==> src/rtl/dbsl_pkg.sv <==
// Shared types, constants and register codes for the deadband sample logger.
package dbsl_pkg;

    localparam int NUM_DEVICES = 8;
    localparam int MASK_W      = 8;
    localparam int CFG_IDX_W   = 3;
    localparam int CFG_DATA_W  = 32;
    localparam int QUEUE_DEPTH = 4;
    localparam int QPTR_W      = $clog2(QUEUE_DEPTH);
    localparam int QCNT_W      = $clog2(QUEUE_DEPTH + 1);

    typedef enum logic [CFG_IDX_W-1:0] {
        REG_PH_THR         = 3'd0,
        REG_ORP_THR        = 3'd1,
        REG_PRESSURE_THR   = 3'd2,
        REG_WATER_TEMP_THR = 3'd3,
        REG_AIR_TEMP_THR   = 3'd4,
        REG_MIN_INTERVAL   = 3'd5,
        REG_MAX_INTERVAL   = 3'd6,
        REG_TIME_FLOOR     = 3'd7
    } t_cfg_idx;

    localparam logic [15:0] RST_PH_THR         = 16'd3;
    localparam logic [15:0] RST_ORP_THR        = 16'd8;
    localparam logic [15:0] RST_PRESSURE_THR   = 16'd5;
    localparam logic [15:0] RST_WATER_TEMP_THR = 16'd2;
    localparam logic [15:0] RST_AIR_TEMP_THR   = 16'd5;
    localparam logic [31:0] RST_MIN_INTERVAL   = 32'd60;
    localparam logic [31:0] RST_MAX_INTERVAL   = 32'd600;
    localparam logic [31:0] RST_TIME_FLOOR     = 32'd1704067200;

    localparam logic REQ_SAMPLE = 1'b0;
    localparam logic REQ_CLEAR  = 1'b1;
    localparam logic KIND_EVENT  = 1'b0;
    localparam logic KIND_RECORD = 1'b1;

    typedef struct packed {
        logic              req_type;
        logic [31:0]       now_ts;
        logic signed [15:0] ph_in;
        logic signed [15:0] orp_in;
        logic signed [15:0] pressure_in;
        logic signed [15:0] water_temp_in;
        logic signed [15:0] air_temp_in;
        logic [7:0]        device_mask_in;
        logic [6:0]        mode_mask_in;
    } t_in;

    typedef struct packed {
        logic              item_kind;
        logic [31:0]       out_ts;
        logic [2:0]        device_index;
        logic              device_on;
        logic signed [15:0] rec_ph;
        logic signed [15:0] rec_orp;
        logic signed [15:0] rec_pressure;
        logic signed [15:0] rec_water_temp;
        logic signed [15:0] rec_air_temp;
        logic [7:0]        rec_devices;
        logic [6:0]        rec_modes;
        logic              last_of_run;
    } t_out;

    // One classified sample waiting for the back end.
    typedef struct packed {
        logic [31:0]        ts;
        logic [MASK_W-1:0]  evt_mask;
        logic               sig;
        logic [7:0]         devices;
        logic [6:0]         modes;
        logic signed [15:0] ph;
        logic signed [15:0] orp;
        logic signed [15:0] pressure;
        logic signed [15:0] water_temp;
        logic signed [15:0] air_temp;
    } t_job;

    // Bits of the device mask that may raise change events.
    function automatic logic [MASK_W-1:0] event_enable();
        logic [MASK_W-1:0] m;
        for (int i = 0; i < MASK_W; i++) begin
            m[i] = (i < NUM_DEVICES);
        end
        return m;
    endfunction

endpackage

==> src/rtl/dbsl_front.sv <==
// Front end: configuration registers, logger state and sample classification.
module dbsl_front (
    input  logic               i_clk,
    input  logic               i_rst_n,
    input  logic               i_cfg_we,
    input  logic [dbsl_pkg::CFG_IDX_W-1:0]  i_cfg_idx,
    input  logic [dbsl_pkg::CFG_DATA_W-1:0] i_cfg_wdata,
    input  logic               i_accept,
    input  dbsl_pkg::t_in      i_data,
    output logic               o_push,
    output dbsl_pkg::t_job     o_job
);
    import dbsl_pkg::*;

    logic [15:0] r_ph_thr, r_orp_thr, r_pressure_thr, r_water_temp_thr, r_air_temp_thr;
    logic [31:0] r_min_interval, r_max_interval, r_time_floor;

    logic signed [15:0] r_last_ph, r_last_orp, r_last_pressure;
    logic signed [15:0] r_last_water_temp, r_last_air_temp;
    logic [7:0]  r_last_record_devices;
    logic [31:0] r_last_record_ts;
    logic        r_record_seen;
    logic [7:0]  r_prev_devices;
    logic        r_prev_devices_valid;

    logic        sample_ok;
    logic [31:0] elapsed;
    logic        any_moved;
    logic        sig;
    logic [MASK_W-1:0] evt_mask;

    function automatic logic moved(logic signed [15:0] now_v, logic signed [15:0] last_v,
                                   logic [15:0] thr);
        logic signed [16:0] d;
        logic [16:0]        mag;
        d   = 17'(now_v) - 17'(last_v);
        mag = d[16] ? 17'(-d) : 17'(d);
        return mag >= {1'b0, thr};
    endfunction

    always_ff @(posedge i_clk) begin
        if (!i_rst_n) begin
            r_ph_thr         <= RST_PH_THR;
            r_orp_thr        <= RST_ORP_THR;
            r_pressure_thr   <= RST_PRESSURE_THR;
            r_water_temp_thr <= RST_WATER_TEMP_THR;
            r_air_temp_thr   <= RST_AIR_TEMP_THR;
            r_min_interval   <= RST_MIN_INTERVAL;
            r_max_interval   <= RST_MAX_INTERVAL;
            r_time_floor     <= RST_TIME_FLOOR;
        end else if (i_cfg_we) begin
            unique case (t_cfg_idx'(i_cfg_idx))
                REG_PH_THR:         r_ph_thr         <= i_cfg_wdata[15:0];
                REG_ORP_THR:        r_orp_thr        <= i_cfg_wdata[15:0];
                REG_PRESSURE_THR:   r_pressure_thr   <= i_cfg_wdata[15:0];
                REG_WATER_TEMP_THR: r_water_temp_thr <= i_cfg_wdata[15:0];
                REG_AIR_TEMP_THR:   r_air_temp_thr   <= i_cfg_wdata[15:0];
                REG_MIN_INTERVAL:   r_min_interval   <= i_cfg_wdata;
                REG_MAX_INTERVAL:   r_max_interval   <= i_cfg_wdata;
                REG_TIME_FLOOR:     r_time_floor     <= i_cfg_wdata;
                default: ;
            endcase
        end
    end

    always_comb begin
        sample_ok = i_accept && (i_data.req_type == REQ_SAMPLE)
                    && (i_data.now_ts >= r_time_floor);
        elapsed   = i_data.now_ts - r_last_record_ts;
        any_moved = moved(i_data.ph_in, r_last_ph, r_ph_thr)
                 || moved(i_data.orp_in, r_last_orp, r_orp_thr)
                 || moved(i_data.pressure_in, r_last_pressure, r_pressure_thr)
                 || moved(i_data.water_temp_in, r_last_water_temp, r_water_temp_thr)
                 || moved(i_data.air_temp_in, r_last_air_temp, r_air_temp_thr)
                 || (i_data.device_mask_in != r_last_record_devices);
        sig = !r_record_seen || (elapsed >= r_max_interval)
              || ((elapsed >= r_min_interval) && any_moved);
        evt_mask = r_prev_devices_valid
                   ? ((i_data.device_mask_in ^ r_prev_devices) & event_enable())
                   : '0;

        o_push           = sample_ok && (sig || (evt_mask != '0));
        o_job.ts         = i_data.now_ts;
        o_job.evt_mask   = evt_mask;
        o_job.sig        = sig;
        o_job.devices    = i_data.device_mask_in;
        o_job.modes      = i_data.mode_mask_in;
        o_job.ph         = i_data.ph_in;
        o_job.orp        = i_data.orp_in;
        o_job.pressure   = i_data.pressure_in;
        o_job.water_temp = i_data.water_temp_in;
        o_job.air_temp   = i_data.air_temp_in;
    end

    always_ff @(posedge i_clk) begin
        if (!i_rst_n || (i_accept && i_data.req_type == REQ_CLEAR)) begin
            r_last_ph             <= '0;
            r_last_orp            <= '0;
            r_last_pressure       <= '0;
            r_last_water_temp     <= '0;
            r_last_air_temp       <= '0;
            r_last_record_devices <= '0;
            r_last_record_ts      <= '0;
            r_record_seen         <= 1'b0;
            r_prev_devices        <= '0;
            r_prev_devices_valid  <= 1'b0;
        end else if (sample_ok) begin
            r_prev_devices       <= i_data.device_mask_in;
            r_prev_devices_valid <= 1'b1;
            if (sig) begin
                r_last_ph             <= i_data.ph_in;
                r_last_orp            <= i_data.orp_in;
                r_last_pressure       <= i_data.pressure_in;
                r_last_water_temp     <= i_data.water_temp_in;
                r_last_air_temp       <= i_data.air_temp_in;
                r_last_record_devices <= i_data.device_mask_in;
                r_last_record_ts      <= i_data.now_ts;
                r_record_seen         <= 1'b1;
            end
        end
    end

endmodule

==> src/rtl/dbsl_queue.sv <==
// Short job queue between the classifying front end and the emitting back end.
module dbsl_queue (
    input  logic           i_clk,
    input  logic           i_rst_n,
    input  logic           i_push,
    input  dbsl_pkg::t_job i_job,
    output logic           o_full,
    input  logic           i_pop,
    output logic           o_empty,
    output dbsl_pkg::t_job o_head
);
    import dbsl_pkg::*;

    t_job              r_mem [QUEUE_DEPTH];
    logic [QPTR_W-1:0] r_wr_ptr, r_rd_ptr;
    logic [QCNT_W-1:0] r_count;

    assign o_full  = (r_count == QCNT_W'(QUEUE_DEPTH));
    assign o_empty = (r_count == '0);
    assign o_head  = r_mem[r_rd_ptr];

    always_ff @(posedge i_clk) begin
        if (i_push) begin
            r_mem[r_wr_ptr] <= i_job;
        end
    end

    always_ff @(posedge i_clk) begin
        if (!i_rst_n) begin
            r_wr_ptr <= '0;
            r_rd_ptr <= '0;
            r_count  <= '0;
        end else begin
            if (i_push) r_wr_ptr <= r_wr_ptr + 1'b1;
            if (i_pop)  r_rd_ptr <= r_rd_ptr + 1'b1;
            r_count <= r_count + QCNT_W'(i_push) - QCNT_W'(i_pop);
        end
    end

endmodule

==> src/rtl/dbsl_back.sv <==
// Back end: expands each job into change events and, if significant, a record, one per cycle unless stalled.
module dbsl_back (
    input  logic           i_clk,
    input  logic           i_rst_n,
    input  logic           i_q_empty,
    input  dbsl_pkg::t_job i_q_head,
    output logic           o_q_pop,
    output logic           o_valid,
    input  logic           i_stall,
    output dbsl_pkg::t_out o_data
);
    import dbsl_pkg::*;

    t_job  r_w;
    logic  r_w_valid;
    logic  r_out_valid;
    t_out  r_out;

    logic              adv, emit, is_evt, last;
    logic [2:0]        low_idx;
    logic [MASK_W-1:0] cleared;
    t_out              n_out;

    always_comb begin
        low_idx = '0;
        for (int i = MASK_W - 1; i >= 0; i--) begin
            if (r_w.evt_mask[i]) low_idx = 3'(i);
        end
        cleared = r_w.evt_mask & (r_w.evt_mask - 1'b1);
        is_evt  = (r_w.evt_mask != '0);
        last    = is_evt ? ((cleared == '0) && !r_w.sig) : 1'b1;
        adv     = !r_out_valid || !i_stall;
        emit    = adv && r_w_valid;
        o_q_pop = !i_q_empty && (!r_w_valid || (emit && last));

        n_out             = '0;
        n_out.out_ts      = r_w.ts;
        n_out.last_of_run = last;
        if (is_evt) begin
            n_out.item_kind    = KIND_EVENT;
            n_out.device_index = low_idx;
            n_out.device_on    = r_w.devices[low_idx];
        end else begin
            n_out.item_kind      = KIND_RECORD;
            n_out.rec_ph         = r_w.ph;
            n_out.rec_orp        = r_w.orp;
            n_out.rec_pressure   = r_w.pressure;
            n_out.rec_water_temp = r_w.water_temp;
            n_out.rec_air_temp   = r_w.air_temp;
            n_out.rec_devices    = r_w.devices;
            n_out.rec_modes      = r_w.modes;
        end
    end

    always_ff @(posedge i_clk) begin
        if (!i_rst_n) begin
            r_w_valid   <= 1'b0;
            r_out_valid <= 1'b0;
        end else begin
            // Refill the working slot as soon as the current job finishes.
            if (o_q_pop) begin
                r_w_valid <= 1'b1;
            end else if (emit && last) begin
                r_w_valid <= 1'b0;
            end
            if (adv) r_out_valid <= emit;
        end
    end

    always_ff @(posedge i_clk) begin
        if (o_q_pop) begin
            r_w <= i_q_head;
        end else if (emit && is_evt) begin
            r_w.evt_mask <= cleared;
        end
        if (emit) r_out <= n_out;
    end

    assign o_valid = r_out_valid;
    assign o_data  = r_out;

endmodule

==> src/rtl/deadband_sample_logger.sv <==
// Top level of the deadband sample logger: front end, job queue and back end.
//
//  channel   direction  handshake                 payload
//  input     in         i_in_valid / o_in_stall   i_in_data   (t_in)
//  output    out        o_out_valid / i_out_stall o_out_data  (t_out)
//  config    in         i_cfg_we                  i_cfg_idx, i_cfg_wdata
//
// A sample is classified in the cycle it is accepted; its results (1 to 9 of
// them) leave one per cycle from the back end while the output is not stalled.
// The output register is the limit on sustained rate.
// A four-entry job queue lets new samples enter while results are still going
// out; o_in_stall rises only when that queue is full. Reset is synchronous and
// returns all registers to their reset values and the logger state to empty.
module deadband_sample_logger (
    input  logic                            i_clk,
    input  logic                            i_rst_n,
    input  logic                            i_in_valid,
    output logic                            o_in_stall,
    input  dbsl_pkg::t_in                   i_in_data,
    output logic                            o_out_valid,
    input  logic                            i_out_stall,
    output dbsl_pkg::t_out                  o_out_data,
    input  logic                            i_cfg_we,
    input  logic [dbsl_pkg::CFG_IDX_W-1:0]  i_cfg_idx,
    input  logic [dbsl_pkg::CFG_DATA_W-1:0] i_cfg_wdata
);
    import dbsl_pkg::*;

    logic accept, push, full, pop, empty;
    t_job job, head;

    assign o_in_stall = full;
    assign accept     = i_in_valid && !full;

    dbsl_front u_front (
        .i_clk       (i_clk),
        .i_rst_n     (i_rst_n),
        .i_cfg_we    (i_cfg_we),
        .i_cfg_idx   (i_cfg_idx),
        .i_cfg_wdata (i_cfg_wdata),
        .i_accept    (accept),
        .i_data      (i_in_data),
        .o_push      (push),
        .o_job       (job)
    );

    dbsl_queue u_queue (
        .i_clk   (i_clk),
        .i_rst_n (i_rst_n),
        .i_push  (push),
        .i_job   (job),
        .o_full  (full),
        .i_pop   (pop),
        .o_empty (empty),
        .o_head  (head)
    );

    dbsl_back u_back (
        .i_clk     (i_clk),
        .i_rst_n   (i_rst_n),
        .i_q_empty (empty),
        .i_q_head  (head),
        .o_q_pop   (pop),
        .o_valid   (o_out_valid),
        .i_stall   (i_out_stall),
        .o_data    (o_out_data)
    );

endmodule

==> config.mk <==
export PLATFORM = sky130hd
export DESIGN_NAME = deadband_sample_logger
export DESIGN_NICKNAME = d
export VERILOG_FILES = /design/src/rtl/dbsl_pkg.sv /design/src/rtl/dbsl_front.sv /design/src/rtl/dbsl_queue.sv /design/src/rtl/dbsl_back.sv /design/src/rtl/deadband_sample_logger.sv
export SDC_FILE = /design/constraint.sdc
export NUM_CORES = 2
export LEC_CHECK = 0
export ABC_CLOCK_PERIOD_IN_PS = 15900
export BUFFER_PORTS_ARGS = -buffer_cell sky130_fd_sc_hd__buf_4
export CELL_PAD_IN_SITES_DETAIL_PLACEMENT = 0
export CELL_PAD_IN_SITES_GLOBAL_PLACEMENT = 1
export CORE_AREA = 2 2 343 515
export CTS_CLUSTER_DIAMETER = 200
export DETAILED_ROUTE_END_ITERATION = 6
export DIE_AREA = 0 0 345 517
export HOLD_SLACK_MARGIN = 0.15
export PLACE_DENSITY = 0.63
export SYNTH_ARGS = -nofsm -noshare
export SYNTH_HDL_FRONTEND = slang
export SYNTH_SLANG_ARGS = --single-unit
==> constraint.sdc <==
create_clock -name i_clk -period 15.9 [get_ports i_clk]
set_input_delay 0.795 -clock i_clk [delete_from_list [all_inputs] [get_ports i_clk]]
set_output_delay 0.795 -clock i_clk [all_outputs]
set_load 0.1 [all_outputs]
==> run_results.csv <==
group,metric,value,unit
synthesis,synth_compound_area_share,10.4,%
synthesis,ys_types,81,
die,dieWidth,345,um
power_and_ir_drop,internal-power,5.76,mW
sta,finalClockSkew,0.0919,ns
cells_and_area,fin_area,60300,sq um
clocking,postCtsHoldBufs,0,
sta,drv_slew,0,
setup_path,critPathTopFamily,"compound AO/OA/AOI/OAI gates",
setup_path,start_kind,"flop",
drt,wl_met2,72500,um
power_and_ir_drop,total_power,8.72,mW
synthesis,ys_seq_elements,1130,
drt,drt_wl_total,137000,um
sta,worst_pin_slew,1.15,ns
drt,highest_layer,"met5",
synthesis,synthesis.area,51900,sq um
setup_path,required,16.24,ns
synthesis,synth_mux_area_share,6.19,%
drt,dr.first_iter.drc_count,1859,
sta,rsz0062_at_grt,"no",
clocking,clock-root-buffer,"clkbuf_16",
setup_path,crit_buf_inv,3,
placement,io_buffer_count,302,
power_and_ir_drop,p_comb_share,26.4,%
clocking,clk_pin_slew_worst_paths,0.07,ns
die,initial_core_util,29.8,%
clocking,postCtsSetupRepairBufs,0,
run,maxCapViolCount,0,
placement,dpl_cell_area,56600,sq um
die,ios,303,
sta,slew_headroom,23.3,%
synthesis,async_flop_share,0,%
power_and_ir_drop,power_density,145,nW/um^2
clocking,clock-sinks,1130,
power_and_ir_drop,power.share.sequential,42.9,%
placement,gp_congestion,0.823,
drt,ant_nets,0,
global_route,antenna_found_initial,20,
synthesis,synth.avg_cell_area,12.1,sq um
synthesis,synth_edf_count,813,
global_route,grt_pass1_vias,33500,
setup_path,critPathSlowestCell,"a2111oi_0",
status,outcome,"finished, final reports clean",
setup_path,criticalPathCategory,"reg -> reg",
setup_path,r2r_slack,6.95,ns
drt,route.met3.wl,5120,um
synthesis,synthCells,4273,
global_route,grt_usage,15.1,%
setup_path,critPathArrivalTime,9.29,ns
synthesis,synth-xor-area-share,2.95,%
setup_path,endpoint_kind,"flop",
power_and_ir_drop,p_leak,20.5,nW
power_and_ir_drop,swShare,33.9,%
clocking,cts_tree,"built",
cells_and_area,syn_to_final_growth,16.2,%
power_and_ir_drop,clock_power_share,30.7,%
synthesis,synth_adder_area_share,7.49,%
synthesis,synth_top_family_by_area,"compound AO/OA/AOI/OAI gates",
sta,max_freq,112,MHz
die,die_area,178000,sq um
synthesis,yosys.area_share.simple,9.76,%
global_route,grt_max_degree,106,
clocking,clk-insertion-delay-late,0.79,ns
global_route,grt_first_pass_wirelength,206000,um
drt,routed-via-count,33000,
setup_path,crit_fanout,48,
clocking,ctsLongestPathBuffers,3,
die,fp-row-count,188,
drt,dr.pass1.iters,5,
synthesis,synth_nets,4746,
worst_hold_path,holdCritPathClass,"in -> reg",
drt,m1WireLength,55500,um
drt,wl_per_cell,19.8,um
drt,via_per_inst,4.77,
clocking,htreeDepth,3,
power_and_ir_drop,p_switching,2.96,mW
synthesis,synth-seq-area-share,59.3,%
sta,finalSetupTns,0,ns
clocking,cts_buffers,111,
power_and_ir_drop,ir_drop,0.0919,mV
sta,setup_viol,0,
synthesis,yosys_warnings,0,
sta,hold_viol,0,
cells_and_area,drive_gt1_share,14.7,%
die,core,174000,sq um
sta,layout_min_cycle_time,8.95,ns
placement,hpwlAfterDp,93600,um
cells_and_area,nets,5007,
synthesis,ys.flop_type,"edfxtp_1",
setup_path,max_stage_delay,0.78,ns
sta,fin_crit_sh,56.3,%
global_route,grt-ovfl-total,0,
clocking,cts_resized,0,
die,die_y,517,um
drt,drc_errors,0,
## cell families after synthesis
logic type,after synthesis
AOI/OAI and AO/OA,925
buffers and inverters,517
muxes,151
adders and majority gates,307
xor gates and xnor gates,175
DFF,1130
and+or+nand+nor,1068
## path summary, 6_finish.rpt
kind	from	end	cells past startpoint
setup / recovery	u_front.r_last_record_ts[1]	u_queue.r_mem[2][60]	25
hold / removal	i_in_data[26]	u_queue.r_mem[1][11]	1
setup reg to reg	u_front.r_last_record_ts[1]	u_queue.r_mem[2][60]	25
hold reg to reg	u_back.n_out[121]	u_back.o_data[121]	0
## cell type report
| cell class | count | area, sq um |
|---|---|---|
| diodes | 2 | 5.00 |
| clock buffers | 136 | 2970 |
| clock inverters | 70 | 729 |
| fillers | 17300 | 114000 |
| inverters | 330 | 1250 |
| multi-input cells | 2626 | 19200 |
| flip-flops and latches | 1130 | 30800 |
| well taps | 2280 | 2850 |
| repair buffers | 335 | 2540 |
## routing by layer
layer	GRT usage [%]	vias up
met3	2.35	203
met2	28.2	543
li1	-	16100
met5	0	-
met4	5.45	28
met1	17.3	16200
## stage by stage
stage / util (%) / instances / hold slack [ns] / worst slack [ns]
finish: 34.6 / 6909 / 0.232 / 6.95
floorplan: - / 4273 / 0.400 / 6.92
detailed placement: 32.5 / 6701 / 0.405 / 6.35
CTS: 34.6 / 6907 / 0.151 / 6.85
global route: 34.6 / 6908 / 0.194 / 6.13
global placement: 32.5 / 6701 / 0.404 / 6.39
## cell usage in the layout, fill, tap and decap left out, types with 33 or more instances in the layout
cell type  instances
nor2b_1           33
inv_1            327
buf_4            333
clkbuf_16        113
a21oi_1          416
nor2_1           125
xor2_1            68
nand3_1          156
edfxtp_1         813
ha_1             298
and2_1           118
mux4_2           136
nand4_1           34
o21ai_1           65
nor3_1            33
o21ai_0          164
xnor2_1          107
dfxtp_1          315
nand2_1          452
a21o_1            66
## flip-flops by register name, indices dropped and copies added (netlist names), 32 cells and up, named ones only
name	flops
u_back.o_data	133
u_front.r_last_record_ts	32
u_front.r_min_interval	32
u_back.r_w	104
u_back.n_out	32
u_front.r_max_interval	32
u_queue.r_mem	544
u_front.r_time_floor	32
## power groups by stage
stage | Clock [mW] | Sequential, mW | Combinational [mW]
after floorplan | 0 | 4.51 | 1.01
after global placement | 0 | 3.81 | 2.33
after detailed placement | 0 | 3.81 | 2.34
after CTS | 2.77 | 3.75 | 2.35
after global routing | 2.87 | 3.78 | 2.47
final | 2.68 | 3.74 | 2.30
## Yosys cell counts (7+ instances only)
master    count  area, sq um
edfxtp_1    813        24400
nand2_1     452         1700
a21oi_1     417         2090
inv_1       328         1230
dfxtp_1     317         6350
ha_1        298         3730
o21ai_0     164          821
nand3_1     156          781
mux4_2      136         3060
nor2_1      128          480
clkbuf_1    126          473
and2_1      122          763
xnor2_1     107          937
xor2_1       68          596
a21o_1       66          495
o21ai_1      66          330
nor3_1       36          180
nand4_1      34          213
nor2b_1      33          206
o211ai_1     30          225
buf_1        28          105
nand2b_1     26          163
o21a_1       26          195
a31oi_1      24          150
o31ai_1      18          135
a211oi_1     16          120
clkbuf_2     16         80.1
and3_1       15         93.8
mux2i_1      14          140
o21bai_1     14          105
or3_1        14         87.6
nor4_1       11         68.8
buf_6        10          113
a21boi_0      7         52.6
a31o_2        7         61.3
and4_1        7         61.3
buf_2         7         35.0
fa_1          7          140
o22ai_1       7         43.8
o41ai_1       7         61.3
or2_2         7         43.8
(Power assumes the default switching activity.)
